--- config.mk ---
export PLATFORM = sky130hd
export DESIGN_NAME = base64_stream_decoder_core_flat
export DESIGN_NICKNAME = d
export VERILOG_FILES = /design/src/design/b64d_pkg.sv /design/src/design/b64d_char_if.sv /design/src/design/b64d_byte_if.sv /design/src/design/base64_stream_decoder_core.sv /design/src/design/b64d_in_stage.sv /design/src/design/b64d_dec_stage.sv /design/src/flat_wrapper.sv
export SDC_FILE = /design/constraint.sdc
export NUM_CORES = 1
export LEC_CHECK = 0
export ABC_AREA = 1
export ABC_CLOCK_PERIOD_IN_PS = 5620
export BUFFER_PORTS_ARGS = -buffer_cell sky130_fd_sc_hd__buf_4
export CORE_UTILIZATION = 36
export DETAILED_ROUTE_END_ITERATION = 7
export HOLD_SLACK_MARGIN = 0.08
export PLACE_DENSITY = 0.58
export SLEW_MARGIN = 25
export SYNTH_ARGS = -nofsm -noshare
export SYNTH_HDL_FRONTEND = slang
export SYNTH_HIERARCHICAL = 1
export SYNTH_SLANG_ARGS = --single-unit
--- constraint.sdc ---
create_clock -name i_clk -period 5.62 [get_ports i_clk]
set_input_delay 0.562 -clock i_clk [delete_from_list [all_inputs] [get_ports i_clk]]
set_output_delay 0.562 -clock i_clk [all_outputs]
set_load 0.005 [all_outputs]
--- src/design/b64d_pkg.sv ---
`timescale 1ns / 1ps

package b64d_pkg;

    localparam logic [7:0] PAD_CODE = 8'd61;

    typedef logic [1:0] t_phase;
    typedef logic [5:0] t_sextet;

    typedef struct packed {
        logic [7:0] char_code;
        logic       message_last;
    } t_char_beat;

    typedef struct packed {
        logic       byte_valid;
        logic [7:0] data_byte;
        logic       message_end;
        logic       pad_seen;
    } t_byte_beat;

    typedef struct packed {
        logic       hit;
        t_sextet    value;
    } t_sextet_res;

    // Maps one character to its 6-bit value; hit is low outside the alphabet.
    function automatic t_sextet_res sextet_of(input logic [7:0] c);
        t_sextet_res r;
        r.hit   = 1'b1;
        r.value = '0;
        case (c) inside
            [8'h41:8'h5A]: r.value = 6'(c - 8'h41);
            [8'h61:8'h7A]: r.value = 6'(c - 8'h61 + 8'd26);
            [8'h30:8'h39]: r.value = 6'(c - 8'h30 + 8'd52);
            8'h2B:         r.value = 6'd62;
            8'h2F:         r.value = 6'd63;
            default:       r.hit   = 1'b0;
        endcase
        return r;
    endfunction

endpackage

--- src/design/b64d_char_if.sv ---
`timescale 1ns / 1ps

interface b64d_char_if;
    logic       valid;
    logic       ready;
    logic [7:0] char_code;
    logic       message_last;

    modport source (output valid, output char_code, output message_last, input ready);
    modport sink   (input valid, input char_code, input message_last, output ready);
endinterface

--- src/design/b64d_byte_if.sv ---
`timescale 1ns / 1ps

interface b64d_byte_if;
    logic       valid;
    logic       ready;
    logic       byte_valid;
    logic [7:0] data_byte;
    logic       message_end;
    logic       pad_seen;

    modport source (
        output valid, output byte_valid, output data_byte,
        output message_end, output pad_seen, input ready
    );
    modport sink (
        input valid, input byte_valid, input data_byte,
        input message_end, input pad_seen, output ready
    );
endinterface

--- src/design/base64_stream_decoder_core.sv ---
// An accepted character passes the input register, then the result register.
// Throughput: one character per cycle while the output is not stalled; the decode state updates once per beat
// as it moves from the input register into the result register.
// Reset: synchronous, active low; clears both stage valids, the group phase,
// the held sextet and the padding stop flag.
`timescale 1ns / 1ps

module base64_stream_decoder_core
    import b64d_pkg::*;
(
    input  logic i_clk,
    input  logic i_rst_n,
    b64d_char_if.sink   i_char,
    b64d_byte_if.source o_byte
);

    t_char_beat in_beat;
    t_char_beat stage_beat;
    t_byte_beat out_beat;
    logic       stage_valid;
    logic       take;

    assign in_beat.char_code    = i_char.char_code;
    assign in_beat.message_last = i_char.message_last;

    b64d_in_stage u_in_stage (
        .i_clk   (i_clk),
        .i_rst_n (i_rst_n),
        .i_valid (i_char.valid),
        .o_ready (i_char.ready),
        .i_beat  (in_beat),
        .i_take  (take),
        .o_valid (stage_valid),
        .o_beat  (stage_beat)
    );

    b64d_dec_stage u_dec_stage (
        .i_clk       (i_clk),
        .i_rst_n     (i_rst_n),
        .i_valid     (stage_valid),
        .i_beat      (stage_beat),
        .o_take      (take),
        .i_out_ready (o_byte.ready),
        .o_out_valid (o_byte.valid),
        .o_out_beat  (out_beat)
    );

    assign o_byte.byte_valid  = out_beat.byte_valid;
    assign o_byte.data_byte   = out_beat.data_byte;
    assign o_byte.message_end = out_beat.message_end;
    assign o_byte.pad_seen    = out_beat.pad_seen;

`ifndef SYNTHESIS
    a_byte_not_after_pad: assert property (@(posedge i_clk) disable iff (!i_rst_n)
        (o_byte.valid && o_byte.byte_valid) |-> !o_byte.pad_seen)
        else $error("decoded byte delivered while padding stop is flagged");

    a_empty_byte_zero: assert property (@(posedge i_clk) disable iff (!i_rst_n)
        (o_byte.valid && !o_byte.byte_valid) |-> (o_byte.data_byte == 8'd0))
        else $error("data byte not zero on a beat without a byte");

    a_ready_when_drained: assert property (@(posedge i_clk) disable iff (!i_rst_n)
        !o_byte.valid |-> i_char.ready)
        else $error("input stalled while the result register is empty");

    a_stage_moves: assert property (@(posedge i_clk) disable iff (!i_rst_n)
        (stage_valid && !o_byte.valid) |=> o_byte.valid)
        else $error("held character did not reach the result register");
`endif

endmodule

--- src/design/b64d_in_stage.sv ---
`timescale 1ns / 1ps

module b64d_in_stage
    import b64d_pkg::*;
(
    input  logic       i_clk,
    input  logic       i_rst_n,
    input  logic       i_valid,
    output logic       o_ready,
    input  t_char_beat i_beat,
    input  logic       i_take,
    output logic       o_valid,
    output t_char_beat o_beat
);

    logic       r_valid;
    t_char_beat r_beat;

    // The register frees up in the same cycle that the decode stage takes its beat.
    assign o_ready = !r_valid || i_take;
    assign o_valid = r_valid;
    assign o_beat  = r_beat;

    always_ff @(posedge i_clk) begin
        if (!i_rst_n) begin
            r_valid <= 1'b0;
        end else if (o_ready) begin
            r_valid <= i_valid;
        end
        if (o_ready && i_valid) begin
            r_beat <= i_beat;
        end
    end

endmodule

--- src/design/b64d_dec_stage.sv ---
`timescale 1ns / 1ps

module b64d_dec_stage
    import b64d_pkg::*;
(
    input  logic       i_clk,
    input  logic       i_rst_n,
    input  logic       i_valid,
    input  t_char_beat i_beat,
    output logic       o_take,
    input  logic       i_out_ready,
    output logic       o_out_valid,
    output t_byte_beat o_out_beat
);

    logic        r_out_valid;
    t_byte_beat  r_out_beat;
    t_phase      r_phase;
    t_sextet     r_held;
    logic        r_stopped;

    t_phase      n_phase;
    t_sextet     n_held;
    logic        n_stopped;
    t_byte_beat  n_out_beat;
    t_sextet_res lut;
    logic [7:0]  byte_val;
    logic        byte_hit;

    assign o_take      = i_valid && (!r_out_valid || i_out_ready);
    assign o_out_valid = r_out_valid;
    assign o_out_beat  = r_out_beat;
    assign lut         = sextet_of(i_beat.char_code);

    always_comb begin
        n_phase   = r_phase;
        n_held    = r_held;
        n_stopped = r_stopped;
        byte_hit  = 1'b0;
        byte_val  = '0;
        if (!r_stopped) begin
            if (i_beat.char_code == PAD_CODE && r_phase[1]) begin
                n_stopped = 1'b1;
            end else if (lut.hit) begin
                case (r_phase)
                    2'd1:    byte_val = {r_held, lut.value[5:4]};
                    2'd2:    byte_val = {r_held[3:0], lut.value[5:2]};
                    2'd3:    byte_val = {r_held[1:0], lut.value};
                    default: byte_val = '0;
                endcase
                byte_hit = (r_phase != 2'd0);
                n_held   = lut.value;
                n_phase  = r_phase + 2'd1;
            end
        end
        n_out_beat.byte_valid  = byte_hit;
        n_out_beat.data_byte   = byte_val;
        n_out_beat.message_end = i_beat.message_last;
        n_out_beat.pad_seen    = n_stopped;
        // The last character of a message leaves the decoder ready for a new one.
        if (i_beat.message_last) begin
            n_phase   = '0;
            n_held    = '0;
            n_stopped = 1'b0;
        end
    end

    always_ff @(posedge i_clk) begin
        if (!i_rst_n) begin
            r_out_valid <= 1'b0;
            r_phase     <= '0;
            r_held      <= '0;
            r_stopped   <= 1'b0;
        end else begin
            if (o_take) begin
                r_out_valid <= 1'b1;
                r_phase     <= n_phase;
                r_held      <= n_held;
                r_stopped   <= n_stopped;
            end else if (i_out_ready) begin
                r_out_valid <= 1'b0;
            end
        end
        if (o_take) begin
            r_out_beat <= n_out_beat;
        end
    end

endmodule
--- src/flat_wrapper.sv ---
// flat-port wrapper written by rule: the top's interface ports become plain ports
module base64_stream_decoder_core_flat import b64d_pkg::*;
  (i_clk, i_rst_n, i_char_valid, i_char_char_code, i_char_message_last, i_char_ready, o_byte_valid, o_byte_byte_valid, o_byte_data_byte, o_byte_message_end, o_byte_pad_seen, o_byte_ready);
  b64d_char_if i_char_i ();
  b64d_byte_if o_byte_i ();
  input  logic i_clk;
  input  logic i_rst_n;
  input wire logic [$bits(i_char_i.valid)-1:0] i_char_valid;
  input wire logic [$bits(i_char_i.char_code)-1:0] i_char_char_code;
  input wire logic [$bits(i_char_i.message_last)-1:0] i_char_message_last;
  output wire logic [$bits(i_char_i.ready)-1:0] i_char_ready;
  output wire logic [$bits(o_byte_i.valid)-1:0] o_byte_valid;
  output wire logic [$bits(o_byte_i.byte_valid)-1:0] o_byte_byte_valid;
  output wire logic [$bits(o_byte_i.data_byte)-1:0] o_byte_data_byte;
  output wire logic [$bits(o_byte_i.message_end)-1:0] o_byte_message_end;
  output wire logic [$bits(o_byte_i.pad_seen)-1:0] o_byte_pad_seen;
  input wire logic [$bits(o_byte_i.ready)-1:0] o_byte_ready;
  assign i_char_i.valid = i_char_valid;
  assign i_char_i.char_code = i_char_char_code;
  assign i_char_i.message_last = i_char_message_last;
  assign i_char_ready = i_char_i.ready;
  assign o_byte_valid = o_byte_i.valid;
  assign o_byte_byte_valid = o_byte_i.byte_valid;
  assign o_byte_data_byte = o_byte_i.data_byte;
  assign o_byte_message_end = o_byte_i.message_end;
  assign o_byte_pad_seen = o_byte_i.pad_seen;
  assign o_byte_i.ready = o_byte_ready;
  base64_stream_decoder_core u_core (.i_clk(i_clk), .i_rst_n(i_rst_n), .i_char(i_char_i), .o_byte(o_byte_i));
endmodule
==> impl_results.md <==
- Vias in the first global route: 1661
- Die Footprint: between 0.006 and 0.007 mm2
- Total number of H-tree levels: 2
- Tcrit/Tclk final: between 40% and 50%
- Drt pass-1 iters: 4
- Remaining routing DRC violations: 0
- RSZ-0062 raised after global routing: false
- WP data required: 5670 ps
- Dominant cells by area after synthesis: edfxtp_1, nand2_1, dfxtp_1, ha_1, inv_1
- Final WS setup: 3320 ps
- Hold Crit Class: reg2reg
- P_leak: 0.00107 uW
- Reg power frac: 48.9%
- Setup bufs post-CTS: 0
- M3 GR Usage: 3.53%
- Antenna Cells: 0
- Final hold vios: 0
- CTS buffer count: 5
- Yosys reg bits: 31
- Internal power: a little under 400 uW
- Avg WL per Cell: roughly 11 um
- Reg2Reg Depth: 15
- First-pass GRT wire length: roughly 7500 um
- Avg Cell Area, Syn: 7.63 um2
- Net count, final: 328
- CTS Sinks: 31
- WP data arrival: 2350 ps
- Post-synthesis cell type count: 33
- Die span in x: 77.9 um
- Max-cap viol count: 0
- Post-Place Cells: between 300 and 400
- GPL Wtd Cong: 0.851
- PwrDens: 223 mW/mm2
- # IOs: 26
- Area Overhead vs Synth: 17.1%
- Fin crit period: 2300 ps
- Comb pwr share: ~17%
- Worst VDD drop: 154 uV
- Most common cell after layout, fill and taps aside: nand2_1
- Total GRT Usage: between 10% and 20%
- Grt met2 use: 26.0%
- HPWL Detailed: 3260 um
- Type of the worst setup path: reg2reg
- Post-synth top area share: 29.0%
- DRT iter0 DRCs: roughly 90
- Core box area: 0.00554 mm2
- Sw frac: 28.6%
- Part of the Yosys area used for sequential elements: 39.6%
- Area leader, netlist: edfxtp_1
- Worst Path Max Fanout: 8
- Port Buf Inserts: 25
- Layout cells sized above 1: 18.9%
- TNS Setup: 0 ps
- Endpoints failing setup: 0
- Fin. max-slew vios: 0
- Post-Syn Instances: 272
- CTS tree: done
- Clock Pin Slew Worst Setup and Hold Paths: about 70 ps
- Site row count: 27
- Antenna-violating nets left: 0
- Deepest clock path buffer count: 2
- Clock power share: approximately 34%
- Vias: 1758
- Startpoint types: flip-flop
- Largest net degree at the start of global routing: 15
- Global routing's busiest layer: met2
- Most frequent cells in the layout: nand2_1, inv_1, buf_4
- Critical path endpoint category: flip-flop
- Pre-CTS WS: 3250 ps
- Final Instance Count excl. Fillers: between 300 and 400
- Sw Pwr: 155 uW
- GRT overflow: 0
- Post-cts sizing count: 0
- Mapped cell area: a little over 0.002 mm2
- Worst Tran Pin Value: 763 ps
- Clock root buffer: clkbuf_8
- Initial antenna violation count: 0
- Die H: 77.9 um
- Status: completed
- Clock Latency Late Sink: 280 ps
- Post-synth net total: 299
- Yosys warning count: 6
- Starting Density: 37.4%
- Met1 Track Usage GR: around a fifth
- Post-Route Skew: 4.49 ps
- FMAX: 434 MHz
- Routed WL: 4290 um
- CTS Hold Buffers Added: 0
- Hold Path Stages: 0
- DR vias/cell: 4.70
- Slew margin rel.: between 40% and 50%
## path summary, 6_finish.rpt
path / start / to / slack (ps)
max: u_core/u_in_stage/o_beat[1] / u_core/u_dec_stage/o_out_beat[3] / 3320
min: u_core/u_in_stage/o_beat[0] / u_core/u_dec_stage/o_out_beat[1] / 450
max reg2reg: u_core/u_in_stage/o_beat[1] / u_core/u_dec_stage/o_out_beat[3] / 3320
min reg2reg: u_core/u_in_stage/o_beat[0] / u_core/u_dec_stage/o_out_beat[1] / 450
## synth_stat cells, drive strengths merged
cell type / n
edfxtp: 20
o21a: 1
nor3: 1
nand2: 97
clkbuf: 1
dfxtp: 11
xor2: 6
and3: 1
ha: 14
nor2: 28
and2: 1
a211oi: 1
xnor2: 1
nand4: 4
a21boi: 1
clkinv: 2
inv: 33
nand3: 21
buf: 2
o21ai: 8
nand3b: 1
a21oi: 17
## cell type report
cell class              instances  area (um2)
clock buffers                   6        82.6
clock inverters                 2        11.3
fillers                       591        3110
inverters                      35         133
multi-input cells             203        1100
flip-flops and latches         31         821
well taps                      72        90.1
repair buffers                 25         188
## critical path, cell delays in order, from the launching register on
cell      delay, ps
edfxtp_1        470
inv_1           210
ha_1            220
inv_1            60
nand2_1          50
nand2_1         100
o21ai_1         230
nor2_4          110
inv_2           100
nand2_1          60
nand2_1          50
nand2_1         110
nand2_1          90
nand3_1          80
nand2_1          80
inv_1            40
## layer usage
layer  part of all wire (%)  wire (um)
met5                      0          0
met4                    1.3         54
met3                    4.7        202
met2                     46       1970
met1                     48       2060
## metrics by stage
| step | total power, uW | hold WS (ps) | utilization (%) | cell area (um2) |
|---|---|---|---|---|
| global route | 574 | 436 | 43.9 | 2430 |
| floorplan | 333 | 426 | - | 2070 |
| global placement | 364 | 433 | 42.2 | 2340 |
| detailed placement | 363 | 444 | 42.2 | 2340 |
| CTS | 549 | 443 | 43.9 | 2430 |
| finish | 541 | 445 | 43.9 | 2430 |
## kinds of logic after synthesis
family                   after synthesis  synth area share (%)
AND/OR/NAND/NOR                      154                  34.6
XOR/XNOR                               7                  2.96
buffers and inverters                 38                  7.18
flip-flops                            31                  39.6
AO/OA/AOI/OAI                         28                  7.30
adder cells (fa/ha/maj)               14                  8.44
## power groups by stage
stage	registers (uW)	logic, uW	clock network (uW)
final	265	93.8	183
after detailed placement	270	93.3	0
after CTS	265	93.9	191
after global placement	270	94.2	0
after global routing	266	107	200
after floorplan	266	67.2	0
## state kept, by name, summed over array words and instances (netlist names)
name and cells:
u_core/u_dec_stage/o_out_beat 11, u_core/u_in_stage/o_beat 9, u_core/u_dec_stage/r_held 6, u_core/u_dec_stage/r_phase 2
u_core/u_dec_stage/o_out_valid 1, u_core/u_dec_stage/r_stopped 1, u_core/u_in_stage/o_valid 1
Note: power is estimated with default switching activity, not from simulation.
